**config.mk**
```make
export PLATFORM = sky130hd
export DESIGN_NAME = dls_out_fifo
export DESIGN_NICKNAME = d
export VERILOG_FILES = /design/src/rtl/core/dfa_lexer_step_defines.svh /design/src/rtl/core/dls_pkg.sv /design/src/rtl/core/dls_out_fifo.sv
export SDC_FILE = /design/constraint.sdc
export NUM_CORES = 1
export LEC_CHECK = 0
export BUFFER_PORTS_ARGS = -buffer_cell sky130_fd_sc_hd__buf_2
export CAP_MARGIN = 5
export CORE_MARGIN = 2
export CORE_UTILIZATION = 61
export DETAILED_ROUTE_END_ITERATION = 8
export GPL_TIMING_DRIVEN = 0
export PLACE_DENSITY = 0.94
export SLEW_MARGIN = 20
export SYNTH_ARGS = -nofsm -noshare
export SYNTH_HDL_FRONTEND = slang
export SYNTH_SLANG_ARGS = --single-unit
export TNS_END_PERCENT = 1
```
**constraint.sdc**
```tcl
create_clock -name clk -period 4.26 [get_ports clk]
set_input_delay 0.213 -clock clk [delete_from_list [all_inputs] [get_ports clk]]
set_output_delay 0.213 -clock clk [all_outputs]
set_load 0.05 [all_outputs]
```
**src/rtl/core/dfa_lexer_step_defines.svh**
```systemverilog
// assertion helpers for the lexer, used by dls_ctrl
`ifndef DFA_LEXER_STEP_DEFINES_SVH
`define DFA_LEXER_STEP_DEFINES_SVH

// same-cycle implication, sampled on clk, off while rst_n is low
`define DLS_ASSERT_IMP(name, ante, cons, msg) \
    name: assert property (@(posedge clk) disable iff (!rst_n) (ante) |-> (cons)) \
        else $error(msg);

// next-cycle implication, sampled on clk, off while rst_n is low
`define DLS_ASSERT_NXT(name, ante, cons, msg) \
    name: assert property (@(posedge clk) disable iff (!rst_n) (ante) |=> (cons)) \
        else $error(msg);

`endif

```
**src/rtl/core/dls_pkg.sv**
```systemverilog
`timescale 1ns / 1ps

package dls_pkg;

    localparam int CHAR_W  = 8;
    localparam int ROW_W   = 6;
    localparam int TGT_W   = 7;
    localparam int TOK_W   = 9;
    localparam int TOKID_W = 8;
    localparam int LEN_W   = 10;

    localparam logic [LEN_W-1:0]  LEN_MAX  = 10'd1023;
    localparam logic [CHAR_W-1:0] CHAR_MAX = 8'd127;

    typedef enum logic [1:0] {
        CMD_CHAR      = 2'd0,
        CMD_EOS       = 2'd1,
        CMD_WR_TRANS  = 2'd2,
        CMD_WR_ACCEPT = 2'd3
    } cmd_t;

    typedef enum logic [1:0] {
        KIND_TOKEN = 2'd0,
        KIND_EOS   = 2'd1,
        KIND_ERROR = 2'd2
    } kind_t;

    typedef struct packed {
        kind_t              kind;
        logic [TOKID_W-1:0] token_id;
        logic [LEN_W-1:0]   lexeme_length;
        logic               last;
    } result_t;

    // up to two results per transaction, v1 only together with v0
    typedef struct packed {
        logic    v0;
        logic    v1;
        result_t r0;
        result_t r1;
    } push_t;

    // raw table words read for one character
    typedef struct packed {
        logic [TGT_W-1:0] trans_raw;
        logic [TGT_W-1:0] row0_raw;
        logic [TOK_W-1:0] accept_raw;
    } lkup_t;

endpackage

```
**src/rtl/core/dls_out_fifo.sv**
```systemverilog
`timescale 1ns / 1ps

module dls_out_fifo
    import dls_pkg::*;
(
    input  logic    clk,
    input  logic    rst_n,
    input  push_t   push,
    input  logic    pop,
    output logic    out_valid,
    output result_t out_data,
    output logic    room
);

    localparam int DEPTH = 4;
    localparam int PTR_W = $clog2(DEPTH);
    localparam int CNT_W = PTR_W + 1;

    result_t          fifo_mem [DEPTH];
    logic [PTR_W-1:0] wr_ptr_reg, wr_ptr_next;
    logic [PTR_W-1:0] rd_ptr_reg, rd_ptr_next;
    logic [CNT_W-1:0] count_reg, count_next;
    logic [PTR_W-1:0] wr_ptr_plus1;
    logic             do_pop;

    always_ff @(posedge clk or negedge rst_n)
    begin
        if (!rst_n)
        begin
            wr_ptr_reg <= '0;
            rd_ptr_reg <= '0;
            count_reg  <= '0;
        end
        else
        begin
            wr_ptr_reg <= wr_ptr_next;
            rd_ptr_reg <= rd_ptr_next;
            count_reg  <= count_next;
        end
    end

    always_ff @(posedge clk)
    begin
        if (push.v0)
        begin
            fifo_mem[wr_ptr_reg] <= push.r0;
        end
        if (push.v1)
        begin
            fifo_mem[wr_ptr_plus1] <= push.r1;
        end
    end

    always_comb
    begin
        wr_ptr_plus1 = wr_ptr_reg + PTR_W'(1);
        do_pop       = pop && (count_reg != '0);
        wr_ptr_next  = wr_ptr_reg + PTR_W'(push.v0) + PTR_W'(push.v1);
        rd_ptr_next  = rd_ptr_reg + PTR_W'(do_pop);
        count_next   = count_reg + CNT_W'(push.v0) + CNT_W'(push.v1) - CNT_W'(do_pop);
    end

    assign out_valid = (count_reg != '0);
    assign out_data  = fifo_mem[rd_ptr_reg];
    assign room      = (count_reg <= CNT_W'(DEPTH - 2));

endmodule

```
* After elaboration in Yosys (flattened, before gate mapping)
Memories as Yosys holds them, arrays and structs flattened.
Index checks and enable logic that the tools add are counted.
** Operators by class
- Reduce and logical (&&, ||, !) cells :: 2
- Multiplexer cells :: 4
- $add $sub $neg :: 7
- Order comparisons :: 1
** Operators by type and width (number)
- $add 2x1->2 :: 3
- $add 3x1->3 :: 2
- $mux 1 :: 4
- $le 3x2->1 const B :: 1
- $reduce_bool 3->1 :: 1
- $sub 3x1->3 :: 1
- $add 2x1->2 const B :: 1
- $logic_and 1x1->1 :: 1
** Word-level totals
- Output and inout bits :: 23
- Register bits after elaboration :: 7
- Input bits :: 47
- Word-level logic and storage cells :: 18
- Memories kept :: 1
- Bits in writable memories :: 84
** Memory list
- fifo_mem :: words 4, width 21, read ports 1, clocked after Yosys merged registers in 0, wr ports 2, line dls_out_fifo.sv:19 : result_t fifo_mem [DEPTH];

* Longest topological paths before layout
- Word-level depth :: 3
- Depth in mapped cells :: 7
- Gate-level depth less buffers :: 7

* Worst setup path before layout
Ideal clock, no wire load.
- Kind :: flip-flop to flip-flop
- Start point :: register wr_ptr_reg[0]
- End point :: memory fifo_mem[2][0] in the netlist's numbering (enable)
- Data arrival time :: 2130 ps
- Clock period less this slack :: 2558 ps
- Path buffers :: 0
- Path slack :: 1702 ps
- Library setup time :: 428 ps
- Required time :: 3832 ps
- Stages on the path, launching flop included :: 3
- Path through :: dfrtp_1 -> nand2b_1 -> o21ai_0
** RTL lines
- start, declared :: line dls_out_fifo.sv:20 : logic [PTR_W-1:0] wr_ptr_reg, wr_ptr_next;
- start signal, assigned :: line dls_out_fifo.sv:36 : wr_ptr_reg <= wr_ptr_next;
- end, declared :: line dls_out_fifo.sv:19

* Worst setup path in the final report
- Start point :: register count_reg[0]
- End point :: register count_reg[2]
** On the way
- Word-level cells in the longest chain between the ends :: 3
- Elaborated cells on any way between the ends :: 5
- Those cells by class :: 3 x add/sub; 2 x reduce/logical
** Ends and longest elaborated chain
- start, declared :: line dls_out_fifo.sv:22 : logic [CNT_W-1:0] count_reg, count_next;
- start signal, assigned :: line dls_out_fifo.sv:38 : count_reg <= count_next;
- $add 3x1->3 or $reduce_bool 3->1 (tied branches) :: line dls_out_fifo.sv:60, dls_out_fifo.sv:57
- $add 3x1->3 or $logic_and 1x1->1 (tied branches) :: line dls_out_fifo.sv:60, dls_out_fifo.sv:57
- $sub 3x1->3 (*) :: line dls_out_fifo.sv:60 : count_next = count_reg + CNT_W'(push.v0) + CNT_W'(push.v1) - CNT_W'(do_pop);
- named net count_next[2] :: line dls_out_fifo.sv:22
Mark *: on every way through the listed nets, which the timed path passes. The rest lies on a longest branch.

==> key figures <==
Timing
  – RSZ-0062 raised after global routing: false
  – Clock Skew: 0.0111 ns
  – Minimum clock period after layout: 2.38 ns
  – Slew headroom: 50.2%
  – Worst Tran Pin Value: 0.745 ns
  – Final setup viols: 0
  – Post-route setup TNS: 0 ns
  – Final worst setup slack: 1.88 ns
  – Fin. max-slew vios: 0
  – Final worst path period share: 55.9%
  – Fmax: 420 MHz
  – Final Hold Fails: 0

Routing
  – Routed len/inst: 21.2 um
  – TritonRoute pass-1 iters: 4
  – Vias: 2494
  – # DRC: 0
  – ANT nets after route: 0
  – Vias/cell: 5.87
  – Drt initial violations: 201
  – Detailed Route WL: 8990 um

Final layout
  – Area delta synth->final: 17.0%
  – Total Nets Final: 374
  – Antenna cell count: 0
  – Max reg flops: 84
  – Layout cells sized above 1: 63.2%
  – Fill cell count: 453
  – Sequential Area: 2700 um^2
  – Multi-input gate area: 1670 um^2

Die
  – Die Wd: 89.2 um
  – Core Region: 7140 um^2
  – Starting density of the core: 62.0%
  – Die Y: 89.2 um
  – Core Rows: 31
  – Ports: 70
  – Die Area: 7950 um^2

Setup path
  – Crit start category: register
  – Critical Path RT: 4.51 ns
  – Critical Path Fanout Max: 3
  – WS Path Type: register to register
  – Crit. End Element: register
  – Worst EP arrival: 2.63 ns

Clocking
  – Total CTS buffers: 9
  – Clock tree buffer depth: 2
  – CTS Hold Bufs: 1
  – CTS tree: built
  – Root Driver: clkbuf_8
  – Setup Fix Bufs, Post-CTS: 0
  – H-tree depth: 3
  – Clk slew on worst S/H paths: 0.09 ns
  – Post_cts resized: 0
  – Clock Latency Late Sink: 0.36 ns
  – Clock Sink Count: 91

Min path
  – Worst Hold Class: primary input to register

Synthesis
  – Area fraction of the dominant cell type after synthesis: 57.0%
  – Count of cell types in the netlist: 23
  – Synthesized area per cell: 18.6 um^2
  – Synth top area cells: edfxtp_1 57%, mux2_2 21%, mux4_2 11%
  – Synthesized Nets: 291
  – Syn Inst Count: 238
  – Sequential area share after synthesis: 60.9%
  – Yosys Warn Count: 0
  – Cell taking the most area after synthesis: edfxtp_1
  – Cell Area, Synth: 4430 um^2
  – Flops & latches, synth: 91

Global routing
  – Antenna violations before repair: 0
  – Largest net degree at the start of global routing: 22
  – Grt ovf: 0
  – GRT Util Overall: 24.2%
  – First-pass GRT wire length: 13600 um
  – Vias in the first global route: 2630

Placed design
  – Place WS: 1.89 ns
  – GP Congestion: 0.791
  – IO buf count: 69
  – Post-DP HPWL: 5960 um

Power
  – Overall Power: 3.94 mW
  – Part of the power in registers: 36.8%
  – P per Cell Area: 761 nW/um^2
  – Pleak: 1.91 nW
  – Sw frac: 41.4%
  – Clock group share of total power: 14.6%
  – P_int: 2.31 mW
  – NetSw: 1.63 mW
  – Peak VDD IR: 0.000453 V
  – Comb pwr share: 48.6%

Run status
  – Status: complete, no violations

Run
  – Max-Cap Viols: 0
==> per-stage QoR <==
stage | instance area (um^2) | hold WS [ns] | cells | utilization, %
floorplan | 4430 | -0.0826 | 238 | -
global placement | 4900 | 0.0571 | 406 | 68.6
detailed placement | 4980 | 0.0596 | 408 | 69.7
CTS | 5180 | 0.169 | 425 | 72.5
global route | 5180 | 0.175 | 425 | 72.5
finish | 5180 | 0.175 | 425 | 72.5
==> synth_stat cells <==
library cell  number
and2_1             1
nor3b_2            1
nor2_1             3
mux2i_1            1
fa_1               3
ha_1               3
a21o_1             1
mux4_2            21
or3_1              1
nand3b_1           2
buf_4              4
buf_2              8
buf_1              1
xnor2_1            1
dfrtp_1            7
mux2_1             1
o21ai_0            2
mux2_2            83
inv_1              6
nand2b_1           1
nand3_1            1
edfxtp_1          84
xor2_1             2
==> critical path: stages, from the launching register on <==
cell and delay, ns:
dfrtp_1 0.43, or3_1 0.38, and2_1 0.20, ha_1 0.27, inv_1 0.05, fa_1 0.41, fa_1 0.40, xnor2_1 0.13
==> logic make-up (layout without fill, tap and decap cells) <==
logic type	after synthesis	count (layout)	synth area share [%]
multiplexers	106	106	32.3
flip-flops	91	91	60.9
buffers and inverters	19	107	2.18
AND/OR/NAND/NOR	10	10	1.41
adder cells (fa/ha/maj)	6	6	2.20
AO/OA/AOI/OAI	3	3	0.396
XOR/XNOR	3	3	0.594
==> per-layer routing <==
metal	vias up	GRT usage, %	share of wire (%)	wire (um)
li1	1128	-	-	-
met1	1259	29.4	39	3520
met2	84	40.7	53	4730
met3	23	5.72	4.7	426
met4	0	12.5	3.5	313
met5	-	0	0	0
==> power groups by stage <==
stage	clock network, mW	registers [mW]	logic (mW)
floorplan	0	1.44	1.45
global placement	0	1.47	1.80
detailed placement	0	1.47	1.92
CTS	0.579	1.45	1.93
global route	0.613	1.48	2.02
finish	0.575	1.45	1.91
==> worst paths after layout <==
path | startpoint | to | slack, ns | cells past startpoint
setup / recovery | count_reg[0] | count_reg[2] | 1.88 | 7
hold / removal | push[43] | wr_ptr_reg[0] | 0.18 | 2
max in group asynchronous | rst_n | rd_ptr_reg[1] | 3.89 | 2
hold reg to reg | rd_ptr_reg[0] | rd_ptr_reg[0] | 0.62 | 1
setup reg to reg | count_reg[0] | count_reg[2] | 1.88 | 7
min in group asynchronous | rst_n | count_reg[0] | 0.20 | 2
==> final cells by class <==
class | count | area share (%)
sequential | 91 | 52.1
multi-input combinational | 128 | 32.3
timing repair buffer | 72 | 7.68
clock buffer | 9 | 2.39
tap | 99 | 2.39
buffer | 13 | 1.43
clock inverter | 7 | 1.30
inverter | 6 | 0.435
==> cells in the final DEF, fill, tap and decap left out, drive strengths merged <==
master       Yosys  routed
a21o             1       1
and2             1       1
buf             13      84
bufinv           0       1
clkbuf           0       9
clkinv           0       4
clkinvlp         0       1
dfrtp            7       7
dlygate4sd3      0       1
edfxtp          84      84
fa               3       3
ha               3       3
inv              6       7
mux2            84      84
mux2i            1       1
mux4            21      21
nand2b           1       1
nand3            1       1
nand3b           2       2
nor2             3       3
nor3b            1       1
o21ai            2       2
or3              1       1
xnor2            1       1
xor2             2       2
Power figures use the tool's default switching activity.
