`src/rtl/core/dfa_lexer_step_defines.svh`:
```
// assertion helpers for the lexer, used by dls_ctrl
`ifndef DFA_LEXER_STEP_DEFINES_SVH
`define DFA_LEXER_STEP_DEFINES_SVH

// same-cycle implication, sampled on clk, off while rst_n is low
`define DLS_ASSERT_IMP(name, ante, cons, msg) \
    name: assert property (@(posedge clk) disable iff (!rst_n) (ante) |-> (cons)) \
        else $error(msg);

// next-cycle implication, sampled on clk, off while rst_n is low
`define DLS_ASSERT_NXT(name, ante, cons, msg) \
    name: assert property (@(posedge clk) disable iff (!rst_n) (ante) |=> (cons)) \
        else $error(msg);

`endif

```
`src/rtl/core/dls_pkg.sv`:
```
`timescale 1ns / 1ps

package dls_pkg;

    localparam int CHAR_W  = 8;
    localparam int ROW_W   = 6;
    localparam int TGT_W   = 7;
    localparam int TOK_W   = 9;
    localparam int TOKID_W = 8;
    localparam int LEN_W   = 10;

    localparam logic [LEN_W-1:0]  LEN_MAX  = 10'd1023;
    localparam logic [CHAR_W-1:0] CHAR_MAX = 8'd127;

    typedef enum logic [1:0] {
        CMD_CHAR      = 2'd0,
        CMD_EOS       = 2'd1,
        CMD_WR_TRANS  = 2'd2,
        CMD_WR_ACCEPT = 2'd3
    } cmd_t;

    typedef enum logic [1:0] {
        KIND_TOKEN = 2'd0,
        KIND_EOS   = 2'd1,
        KIND_ERROR = 2'd2
    } kind_t;

    typedef struct packed {
        kind_t              kind;
        logic [TOKID_W-1:0] token_id;
        logic [LEN_W-1:0]   lexeme_length;
        logic               last;
    } result_t;

    // up to two results per transaction, v1 only together with v0
    typedef struct packed {
        logic    v0;
        logic    v1;
        result_t r0;
        result_t r1;
    } push_t;

    // raw table words read for one character
    typedef struct packed {
        logic [TGT_W-1:0] trans_raw;
        logic [TGT_W-1:0] row0_raw;
        logic [TOK_W-1:0] accept_raw;
    } lkup_t;

endpackage

```
`src/rtl/core/dls_ctrl.sv`:
```
`timescale 1ns / 1ps
`include "dfa_lexer_step_defines.svh"

module dls_ctrl
    import dls_pkg::*;
#(
    parameter int NUM_STATES = 64,
    parameter int NUM_TOKENS = 256,
    parameter int SW         = 6
)
(
    input  logic              clk,
    input  logic              rst_n,
    input  logic              start,
    input  cmd_t              cmd,
    input  logic [CHAR_W-1:0] char_code,
    input  lkup_t             lkup,
    output logic [SW-1:0]     state,
    output logic              busy,
    output push_t             push
);

    logic              s1_valid_reg, s1_valid_next;
    logic [SW-1:0]     state_reg, state_next;
    logic [LEN_W-1:0]  count_reg, count_next;
    cmd_t              cmd_reg;
    logic [CHAR_W-1:0] char_reg;

    logic    is_eos, pending, trans_ok, row0_ok, accept_ok;
    result_t rep, end_res, err_res;

    always_ff @(posedge clk or negedge rst_n)
    begin
        if (!rst_n)
        begin
            s1_valid_reg <= 1'b0;
            state_reg    <= '0;
            count_reg    <= '0;
        end
        else
        begin
            s1_valid_reg <= s1_valid_next;
            state_reg    <= state_next;
            count_reg    <= count_next;
        end
    end

    always_ff @(posedge clk)
    begin
        if (start)
        begin
            cmd_reg  <= cmd;
            char_reg <= char_code;
        end
    end

    always_comb
    begin
        is_eos    = (cmd_reg != CMD_CHAR) || (char_reg == '0) || (char_reg > CHAR_MAX);
        pending   = (count_reg != '0);
        trans_ok  = !lkup.trans_raw[TGT_W-1] && (int'(lkup.trans_raw[TGT_W-2:0]) < NUM_STATES);
        row0_ok   = !lkup.row0_raw[TGT_W-1] && (int'(lkup.row0_raw[TGT_W-2:0]) < NUM_STATES);
        accept_ok = !lkup.accept_raw[TOK_W-1]
                    && (int'(lkup.accept_raw[TOK_W-2:0]) < NUM_TOKENS);

        rep.kind          = accept_ok ? KIND_TOKEN : KIND_ERROR;
        rep.token_id      = accept_ok ? lkup.accept_raw[TOKID_W-1:0] : '0;
        rep.lexeme_length = count_reg;
        rep.last          = 1'b0;

        end_res.kind          = KIND_EOS;
        end_res.token_id      = '0;
        end_res.lexeme_length = '0;
        end_res.last          = 1'b1;

        err_res.kind          = KIND_ERROR;
        err_res.token_id      = '0;
        err_res.lexeme_length = LEN_W'(1);
        err_res.last          = 1'b1;

        s1_valid_next = start;
        state_next    = state_reg;
        count_next    = count_reg;
        push          = '0;

        if (s1_valid_reg)
        begin
            priority if (is_eos)
            begin
                // flush any pending lexeme, then the end marker
                push.v0    = 1'b1;
                push.r0    = pending ? rep : end_res;
                push.v1    = pending;
                push.r1    = end_res;
                state_next = '0;
                count_next = '0;
            end
            else if (pending && trans_ok)
            begin
                state_next = SW'(lkup.trans_raw[TGT_W-2:0]);
                count_next = (count_reg == LEN_MAX) ? count_reg : count_reg + LEN_W'(1);
            end
            else if (pending)
            begin
                // lexeme ends, restart from state 0 with this character
                push.v0 = 1'b1;
                push.r0 = rep;
                if (row0_ok)
                begin
                    push.r0.last = 1'b1;
                    state_next   = SW'(lkup.row0_raw[TGT_W-2:0]);
                    count_next   = LEN_W'(1);
                end
                else
                begin
                    push.v1    = 1'b1;
                    push.r1    = err_res;
                    state_next = '0;
                    count_next = '0;
                end
            end
            else if (trans_ok)
            begin
                state_next = SW'(lkup.trans_raw[TGT_W-2:0]);
                count_next = LEN_W'(1);
            end
            else
            begin
                // no move from the start state: drop the character
                push.v0    = 1'b1;
                push.r0    = err_res;
                state_next = '0;
                count_next = '0;
            end
        end
    end

    assign state = state_reg;
    assign busy  = s1_valid_reg;

    `DLS_ASSERT_IMP(a_idle_at_start, count_reg == '0, state_reg == '0, "state set without lexeme")
    `DLS_ASSERT_NXT(a_one_in_flight, s1_valid_reg, !s1_valid_reg, "two items in lookup stage")
    `DLS_ASSERT_IMP(a_pair_last, push.v1, push.r1.last && !push.r0.last && push.v0, "bad result pair")
    `DLS_ASSERT_IMP(a_single_last, push.v0 && !push.v1, push.r0.last, "single result not last")

endmodule

```
`config.mk`:
```
export PLATFORM = sky130hd
export DESIGN_NAME = dls_ctrl
export DESIGN_NICKNAME = d
export VERILOG_FILES = /design/src/rtl/core/dls_pkg.sv /design/src/rtl/core/dls_ctrl.sv
export VERILOG_INCLUDE_DIRS = /design/src /design/src/rtl/core
export SDC_FILE = /design/constraint.sdc
export NUM_CORES = 1
export LEC_CHECK = 0
export ABC_AREA = 1
export BUFFER_PORTS_ARGS = -buffer_cell sky130_fd_sc_hd__buf_2
export CAP_MARGIN = 20
export CORE_MARGIN = 10
export CORE_UTILIZATION = 44
export CTS_BUF_LIST = sky130_fd_sc_hd__clkbuf_8
export CTS_CLUSTER_SIZE = 10
export DETAILED_ROUTE_END_ITERATION = 10
export HOLD_SLACK_MARGIN = 0.03
export PLACE_DENSITY = 0.79
export SKIP_LAST_GASP = 1
export SLEW_MARGIN = 25
export SYNTH_ARGS = -nofsm -noshare
export SYNTH_HDL_FRONTEND = slang
export SYNTH_SLANG_ARGS = --single-unit
```
`constraint.sdc`:
```
create_clock -name clk -period 1.52 [get_ports clk]
set_input_delay 0.228 -clock clk [delete_from_list [all_inputs] [get_ports clk]]
set_output_delay 0.228 -clock clk [all_outputs]
set_load 0.01 [all_outputs]
```
Yosys cells after proc, flatten, opt, wreduce, memory -nomap -nowiden

Index checks and enable logic that the tools add are counted.

Add/sub/neg operators: 1
Magnitude comparators: 1
Equal/unequal tests: 2
Muxes and demuxes: 26
Reduce and logical (&&, ||, !) cells: 8

Operator list:

| kind                                               | count |
|---|---|
| two-way mux 44 bit                                 | 3 |
| two-way mux 21 bit                                 | 5 |
| two-way mux 10 bit                                 | 4 |
| two-way mux 6 bit                                  | 5 |
| adder 10 x 1 -> 10 bit, second input constant      | 1 |
| == test 10 bit, second input constant              | 1 |
| nonzero test 10 bit                                | 1 |
| > comparator 8 x 7 -> 1 bit, second input constant | 1 |
| zero test 8 bit                                    | 1 |
| two-way mux 8 bit                                  | 1 |
| two-way mux 1 bit                                  | 7 |
| inequality test 3 bit, second input constant       | 1 |
| logical OR 1 bit                                   | 2 |
| two-way mux 2 bit                                  | 1 |
| AND reduction 2 bit                                | 1 |
| nonzero test 2 bit                                 | 1 |
| logical AND 1 bit                                  | 1 |
| zero test 1 bit                                    | 1 |

Flip-flop bits (word level): 27
Input bits: 36
Output and inout port bits: 51

Logic depth before layout (Yosys ltp)

Gate-level depths: netlist of run 1.

Depth in word-level cells: 5
Gate-level depth with buffers: 10

Worst setup path before layout of run 1

OpenSTA, ideal clock, no wires.

Path kind: register to output
Start: reg count_reg[1]
End: out push[26] (netlist bit)
Arrival: 1.402 ns
Required time: 1.292 ns
Path slack: -0.110 ns
Cell stages (with the launch flop): 10
Path buffers: 1
Path through: dfrtp_1 inv_1 ha_1 inv_1 nor2_2 nand3_4 nand3_4 nand2_4 buf_6 nor2_1

RTL lines:

| element                | line           | text |
|---|---|---|
| start, declared        | dls_ctrl.sv:25 | `logic [LEN_W-1:0] count_reg, count_next;` |
| start signal, assigned | dls_ctrl.sv:44 | `count_reg <= count_next;` |
| end, declared          | dls_ctrl.sv:20 | `output push_t push` |

==> results.md, run 1 <==
* Layout cell share with drive strength beyond 1 at 55.3%
* Chip Width at 85.4 um
* Iteration-0 DRC Markers at 158
* Synthesis-to-finish area growth at 57.0%
* Clk buf depth at 2
* Via count at 2062
* Fin worst setup slack at -0.480 ns
* Met2 routed WL at 3.30 mm
* CP endpoint kind: output port
* Fmax at 500 MHz
* Dpl cells at 388
* Worst skew pair latency at 0.28 ns
* Unrepaired setup endpoints after global routing: true
* Data required time of the critical path at 1.29 ns
* Register bit count reported by yosys at 27
* Area share of the largest cell type after synthesis at 22.6%
* Gate Count Post-Synth at 239
* Initial antenna violation count at 0
* Num CTS Buffers at 3
* Number of flip-flops in the largest register at 10
* Worst setup path class: reg2out
* Site Rows at 23
* Crit-path max FO at 10
* Wire per inst at 15.8 um
* Residual DRC at 0
* Post-route insts no fill at 406
* Yosys cell types at 33
* IO Count at 87
* Element type at the critical path start: register
* Via/cell ratio at 5.08
* Skew final at 0.00253 ns
* CTS tree: yes
* Die height at 85.4 um
* Gp weighted congestion at 0.890
* First-pass GRT wire length at 9.03 mm
* Setup violators final at 37
* Outcome: finished, violations left
* H-tree depth at 1
* Antenna diodes at 0
* Synth warn at 0
* Syn_area_per_cell at 7.88 um^2
* Met3 wire len at 595 um
* Dpl cell area at 0.00253 mm^2
* Post-Synthesis Cell Area at 0.00188 mm^2
* CP arrival at 1.77 ns
* Final cell utilization of the core at 72.4%
* Global route overflow at 0
* Worst Hold Class: in2reg
* Power density cells at 543 mW/mm^2
* Detail Placement HPWL at 4.28 mm
* Pin count of the biggest net entering global routing at 18
* Met1 Wirelength at 2.31 mm
* Initial DRT Pass Iterations at 4
* Final WL at 6.40 mm
* DRT antenna net count at 0
* Most area-hungry cell type in the Yosys netlist: dfrtp_1
* Buffers on Ports at 69
* Vias in the first global route at 1909
* Slew Limit Fails at 0
* Tmin final at 2.00 ns
* Clock transition at path regs at 0.10 ns
* CTS Sinks at 27
* Failing checks: setup timing
* Final hold viol count at 0
* Static leakage at 0.00148 uW
* Initial core utilization at 46.1%
* DR top layer: met4
* Synth top area cells: dfrtp_1 (23%), edfxtp_1 (16%), nand2_1 (11%), buf_4 (7.2%), nor2_1 (6.8%)
* MaxCap Viol Count at 0
* Dpl ws at -0.133 ns
* CORE AREA at 0.00409 mm^2
* Post-synthesis sequential area ratio at 38.5%
* Final period utilization at 132%
* Gr usage total at 14.7%
* Worst vdd ir at 629 uV
* CTS root buf: clkbuf_8
* # nets final at 395
* PnR Total Power at 1610 uW
* Die outline area at 0.00730 mm^2
* Fin area at 0.00296 mm^2
==> power breakdown <==
part / switching (uW) / internal [uW]
logic: 213 / 155
clock network: 249 / 193
registers: 11.0 / 786
total: 473 / 1130
==> layout by cell type, fill, tap and decap left out, types with 6 or more instances in the layout <==
| cell type | Yosys | routed |
|---|---|---|
| nor3_2 | 3 | 8 |
| nand2_2 | 3 | 6 |
| buf_6 | 1 | 17 |
| nor2_1 | 34 | 18 |
| nor3_1 | 11 | 6 |
| dfrtp_1 | 17 | 17 |
| nor2_4 | 3 | 14 |
| nand3_1 | 12 | 10 |
| nor2_2 | 2 | 7 |
| inv_2 | 7 | 14 |
| inv_1 | 21 | 13 |
| nand2_1 | 54 | 50 |
| edfxtp_1 | 10 | 10 |
| buf_2 | 1 | 59 |
| conb_1 | 1 | 17 |
| buf_4 | 18 | 39 |
==> worst paths after layout <==
check | from | end | slack (ns) | cells past startpoint
worst min register to register | state[0] | state[0] | 0.50 | 2
max in group asynchronous | rst_n | count_reg[9] | 0.76 | 2
worst min-delay path | char_code[4] | char_reg[4] | 0.11 | 1
worst max register to register | cmd_reg[1] | count_reg[8] | -0.22 | 11
worst max-delay path | count_reg[1] | push[39] | -0.48 | 10
min in group asynchronous | rst_n | count_reg[0] | 0.47 | 2
==> cell usage after synthesis (all sizes together) <==
master	instances
nand2	59
nand4	3
nand3b	1
edfxtp	10
o21ai	12
a22oi	6
a21oi	4
buf	21
nor2	39
bufinv	1
nor3	14
a211oi	1
nand3	16
conb	1
inv	28
xor2	3
or2	1
ha	2
dfrtp	17
==> kinds of logic after synthesis <==
family | count (synthesis) | share of synthesized area [%]
flops | 27 | 38.5
xor+xnor | 3 | 1.39
fa+ha+maj | 2 | 1.33
buf+inv | 50 | 14.7
simple gates | 133 | 35.2
compound gates | 23 | 8.63
other cells | 1 | 0.199
==> routing by layer <==
metal | vias up | global-route usage, %
met2 | 106 | 26.7
met1 | 961 | 15.2
met4 | 0 | 4.64
met5 | - | 0
met3 | 23 | 5.45
li1 | 972 | -
==> final cells by class <==
| cell class | count | area, um^2 |
|---|---|---|
| Multi-Input combinational cell | 178 | 1170 |
| Fill cell | 294 | 1130 |
| Timing Repair Buffer | 118 | 825 |
| Sequential cell | 27 | 726 |
| Inverter | 29 | 125 |
| Tap cell | 50 | 62.6 |
| Clock buffer | 3 | 41.3 |
| Clock inverter | 1 | 8.76 |
==> what timing repair did <==
action | 4_1_cts | 5_1_grt
setup endpoints to repair | 37 | 43
pin swaps | 8 | 16
resized for setup | 22 | 45
hold endpoints to repair | 17 | 0
setup buffers | 4 | 16
hold buffers | 1 | 0
==> critical path, stage by stage (launching register included) <==
cell	delay, ns
dfrtp_1	0.41
inv_2	0.09
ha_4	0.16
inv_4	0.04
nor2_2	0.07
nand4_1	0.11
nor2_2	0.19
inv_2	0.12
nand2_1	0.11
nor3_2	0.05
buf_2	0.14
==> per-stage QoR <==
step	hold WS [ns]	setup TNS [ns]
after global placement	0.172	-0.822
after detailed placement	0.176	-1.80
final	0.112	-11.93
after CTS	0.111	-10.12
after floorplan	-0.0676	-0.0437
after global routing	0.0968	-14.86
Note: power is estimated with default switching activity, not from simulation.
==> run 2, diff against run 1 <==
RECOVER_POWER = 100   (was not set)
==> results.md, run 2 (synthesis gave the netlist of run 1 again) <==
* Comb pwr share at 22.7%
* Antenna diodes at 0
* Most frequent cells in the layout: buf_2 (51), nand2_1 (50), buf_4 (38), nor2_1 (18)
* Static leakage at 0.00144 uW
* Pin count of the biggest net entering global routing at 18
* Chip Width at 85.4 um
* Vias in the first global route at 1909
* Outcome: finished, violations left
* Psw at 473 uW
* Tmin final at 2.00 ns
* Detail Placement HPWL at 4.28 mm
* Clock transition at path regs at 0.10 ns
* Switch share at 29.5%
* Initial antenna violation count at 0
* First-pass GRT wire length at 9.03 mm
* Number of flip-flops in the largest register at 10
* Layout cell share with drive strength beyond 1 at 53.1%
* Gp weighted congestion at 0.890
* Num CTS Buffers at 3
* Rel. slew slack at 33.1%
* Final WL at 6.38 mm
* Via/cell ratio at 5.10
* Post-route insts no fill at 406
* Wire per inst at 15.7 um
* Iteration-0 DRC Markers at 165
* Slew Limit Fails at 0
* H-tree depth at 1
* Skew final at 0.00285 ns
* Setup violators final at 38
* Initial DRT Pass Iterations at 4
* Residual DRC at 0
* Worst setup path class: reg2out
* Initial core utilization at 46.1%
* Final hold viol count at 0
* Buffers on Ports at 69
* Final period utilization at 131%
* CTS tree: yes
* CTS Sinks at 27
* Fin worst setup slack at -0.479 ns
* Int Pwr at 1130 uW
* Die outline area at 0.00730 mm^2
* Data required time of the critical path at 1.29 ns
* Final setup TNS at -12.03 ns
* Synthesis-to-finish area growth at 56.0%
* MaxCap Viol Count at 0
* CP endpoint kind: output port
* Unrepaired setup endpoints after global routing: true
* Clk buf depth at 2
* Worst slew pin tran at 1.00 ns
* Worst Hold Class: in2reg
* Via count at 2070
* Global route overflow at 0
* IO Count at 87
* Gr usage total at 14.7%
* Element type at the critical path start: register
* Final cell utilization of the core at 72.0%
* Die height at 85.4 um
* Most common cell after layout, fill and taps aside: buf_2
* Worst skew pair latency at 0.28 ns
* DRT antenna net count at 0
* # nets final at 395
* Fmax at 500 MHz
* CORE AREA at 0.00409 mm^2
* Reg power frac at 49.7%
* CP arrival at 1.77 ns
* Failing checks: setup timing
* Clock power share at 27.6%
* Dpl ws at -0.133 ns
* Worst vdd ir at 630 uV
* Crit-path max FO at 10
* Power density cells at 546 mW/mm^2
* CTS root buf: clkbuf_8
* Dpl cells at 388
* Site Rows at 23
run 2: changes by cell type in the layout (fill, tap and decap cells not counted), sizes merged:
cell / before / now
buf: 117 / 108
clkbuf: 3 / 12
run 2: cell type report:
cell class	instances	area [um^2]
Clock buffer	3	41.3
Clock inverter	1	8.76
Timing Repair Buffer	118	812
Tap cell	50	62.6
Inverter	29	125
Multi-Input combinational cell	178	1160
Sequential cell	27	726
Fill cell	304	1150
run 2: path summary, 6_finish.rpt:
check	slack (ns)	cells past startpoint	startpoint	endpoint
max	-0.48	10	count_reg[1]	push[39]
min in group asynchronous	0.68	2	rst_n	count_reg[0]
max reg2reg	-0.22	11	cmd_reg[1]	count_reg[8]
max in group asynchronous	0.24	2	rst_n	count_reg[9]
min	0.11	1	char_code[4]	char_reg[4]
min reg2reg	0.51	2	state[0]	state[0]
run 2: layer usage:
layer  wire (um)  part of all wire (%)  global-route usage (%)  vias to the layer above
met1        2280                    36                    15.2                      959
met3         587                   9.2                    5.45                       25
met5           0                     0                       0                        -
li1            -                     -                       -                      973
met4         213                   3.3                    4.64                        0
met2        3300                    52                    26.7                      113
run 2: repair_timing:
item	CTS	global route
gates resized for setup	22	45
pin swaps	8	16
endpoints found under the setup margin	37	43
endpoints found under the hold margin	17	0
hold buffers	1	0
buffers inserted	4	16
gates cloned	0	0
run 2: power groups by stage:
stage	registers [uW]	clock network, uW	logic (uW)
after CTS	796	445	311
after floorplan	816	0	178
final	797	443	364
after global placement	810	0	280
after detailed placement	811	0	285
after global routing	799	487	396
run 2: through the flow:
| step | hold slack, ns | total power (uW) | area, um^2 |
|---|---|---|---|
| 3_5_place_dp | 0.176 | 1100 | 2530 |
| 6_report | 0.112 | 1600 | 2940 |
| 3_3_place_gp | 0.172 | 1090 | 2530 |
| 4_1_cts | 0.111 | 1550 | 2700 |
| 5_1_grt | 0.0968 | 1680 | 2940 |
| 2_1_floorplan | -0.0676 | 994 | 2000 |
run 2: worst max-delay path, cell delays in order, from the launching register on:
cell	delay, ns
dfrtp_1	0.41
inv_2	0.09
ha_4	0.16
inv_4	0.04
nor2_2	0.07
nand4_1	0.11
nor2_2	0.19
inv_2	0.12
nand2_1	0.11
nor3_2	0.05
buf_2	0.14
==> run 3, diff against run 2 <==
CORE_UTILIZATION = 48   (was 44)
PLACE_DENSITY = 0.82   (was 0.79)
clock period = 2 ns   (was 1.52 ns; I/O delays follow)
==> results.md, run 3 (synthesis gave the netlist of run 1 again) <==
* Slew Limit Fails at 0
* Layout cell share with drive strength beyond 1 at 43.4%
* Detail Placement HPWL at 4.12 mm
* Die outline area at 0.00683 mm^2
* Gr usage total at 16.0%
* Residual DRC at 0
* Worst Reg-to-Reg Cells at 10
* Failing checks: setup timing
* CTS tree: yes
* Most frequent cells in the layout: buf_2 (60), nand2_1 (53), nor2_1 (26), conb_1 (17), buf_4 (17)
* Data required time of the critical path at 1.70 ns
* CP arrival at 1.76 ns
* Worst skew pair latency at 0.28 ns
* Fmax at 485 MHz
* Reg power frac at 52.3%
* PnR Total Power at 1160 uW
* Worst reg2reg startpoint: count_reg[0]
* Worst slew pin tran at 1.00 ns
* Clock power share at 28.7%
* Pin count of the biggest net entering global routing at 18
* Met1 Wirelength at 1.99 mm
* Vias in the first global route at 1868
* CTS Sinks at 27
* Fill count at 305
* Met2 routed WL at 2.92 mm
* Psw at 338 uW
* Site Rows at 22
* Hold Crit Start: char_code[6]
* Final hold viol count at 0
* Worst Hold Class: in2reg
* Buffers on Ports at 69
* CP endpoint kind: output port
* Outcome: finished, violations left
* Clk buf depth at 2
* Hold endpoint: char_reg[6]
* Most common cell after layout, fill and taps aside: buf_2
* Switch share at 29.0%
* # nets final at 366
* Die height at 82.7 um
* IO Count at 87
* Unrepaired setup endpoints after global routing: true
* Hold path depth at 1
* Met3 wire len at 746 um
* CORE AREA at 0.00372 mm^2
* Crit-path max FO at 10
* Fin worst setup slack at -0.0626 ns
* Initial DRT Pass Iterations at 5
* Rel. slew slack at 33.0%
* Via/cell ratio at 5.11
* Power density cells at 468 mW/mm^2
* Int Pwr at 826 uW
* First-pass GRT wire length at 8.71 mm
* Clock transition at path regs at 0.10 ns
* Setup violators final at 11
* Via count at 1917
* H-tree depth at 1
* Static leakage at 0.00128 uW
* CTS root buf: clkbuf_8
* Dpl ws at 0.167 ns
* Skew final at 0.00631 ns
* Initial antenna violation count at 0
* DRT antenna net count at 0
* Gp weighted congestion at 0.861
* MaxCap Viol Count at 0
* Global route overflow at 0
* Flop2flop setup slack at 0.02 ns
* Dpl cell area at 0.00219 mm^2
* Tmin final at 2.06 ns
* Worst vdd ir at 387 uV
* Fin area at 0.00249 mm^2
* Comb pwr share at 18.9%
* Synthesis-to-finish area growth at 32.0%
* Final period utilization at 103%
* Initial core utilization at 50.7%
* Chip Width at 82.7 um
* Antenna diodes at 0
* Iteration-0 DRC Markers at 289
* Worst setup path class: reg2out
* Wire per inst at 15.5 um
* Element type at the critical path start: register
* RR Endpoint: count_reg[1]
* Number of flip-flops in the largest register at 10
* Num CTS Buffers at 3
* Final WL at 5.82 mm
* DR top layer: met4
## run 3: through the flow
stage | util [%] | hold slack (ns) | std cells | setup TNS, ns
finish | 66.9 | 0.186 | 375 | -0.285
global route | 66.9 | 0.179 | 375 | -1.71
CTS | 63.6 | 0.187 | 365 | -0.0136
detailed placement | 59.1 | 0.253 | 351 | 0
global placement | 59.1 | 0.252 | 351 | 0
floorplan | - | 0.00441 | 255 | 0
## run 3: worst max-delay path: stages, from the launching register on
cell and delay, ns:
dfrtp_1 0.45, inv_2 0.12, nand2_1 0.07, nor2_2 0.14, inv_1 0.08, nor2_2 0.20, inv_2 0.13, a21oi_1 0.16
buf_2 0.16
## run 3: routing by layer
layer,vias up,global-route usage [%]
li1,910,-
met5,-,0
met2,116,29.6
met1,873,17.5
met4,0,6.35
met3,18,2.81
## run 3: worst max-delay path by stage
| stage | from | to | cells after the start |
|---|---|---|---|
| after floorplan | count_reg[1] | push[26] | 9 |
| after global placement | count_reg[1] | push[41] | 9 |
| after detailed placement | char_reg[1] | push[22] | 8 |
| after CTS | count_reg[0] | push[21] | 9 |
| after global routing | count_reg[7] | push[21] | 8 |
| final | count_reg[7] | push[21] | 8 |
## run 3: timing repair
item                                    4_1_cts  5_1_grt
hold buffers                                  1        0
buffers inserted                              8        9
endpoints found under the hold margin        17        0
resized for setup                            14       20
gates cloned                                  1        1
pin swaps                                     4        4
endpoints found under the setup margin       26       26
## run 3: layout make-up
cell class | instances | area [um^2] | share of cell area (%)
multi-input combinational | 180 | 1040 | 41.9
clock buffer | 3 | 41.3 | 1.66
clock inverter | 1 | 8.76 | 0.352
tap | 48 | 60.1 | 2.41
inverter | 29 | 125 | 5.03
sequential | 27 | 731 | 29.4
timing repair buffer | 87 | 479 | 19.3
## run 3: power by group through the flow
stage / clock network, uW / logic [uW] / registers [uW]
after global placement: 0 / 181 / 618
after floorplan: 0 / 129 / 620
final: 335 / 220 / 609
after CTS: 334 / 202 / 609
after global routing: 353 / 242 / 612
after detailed placement: 0 / 185 / 619
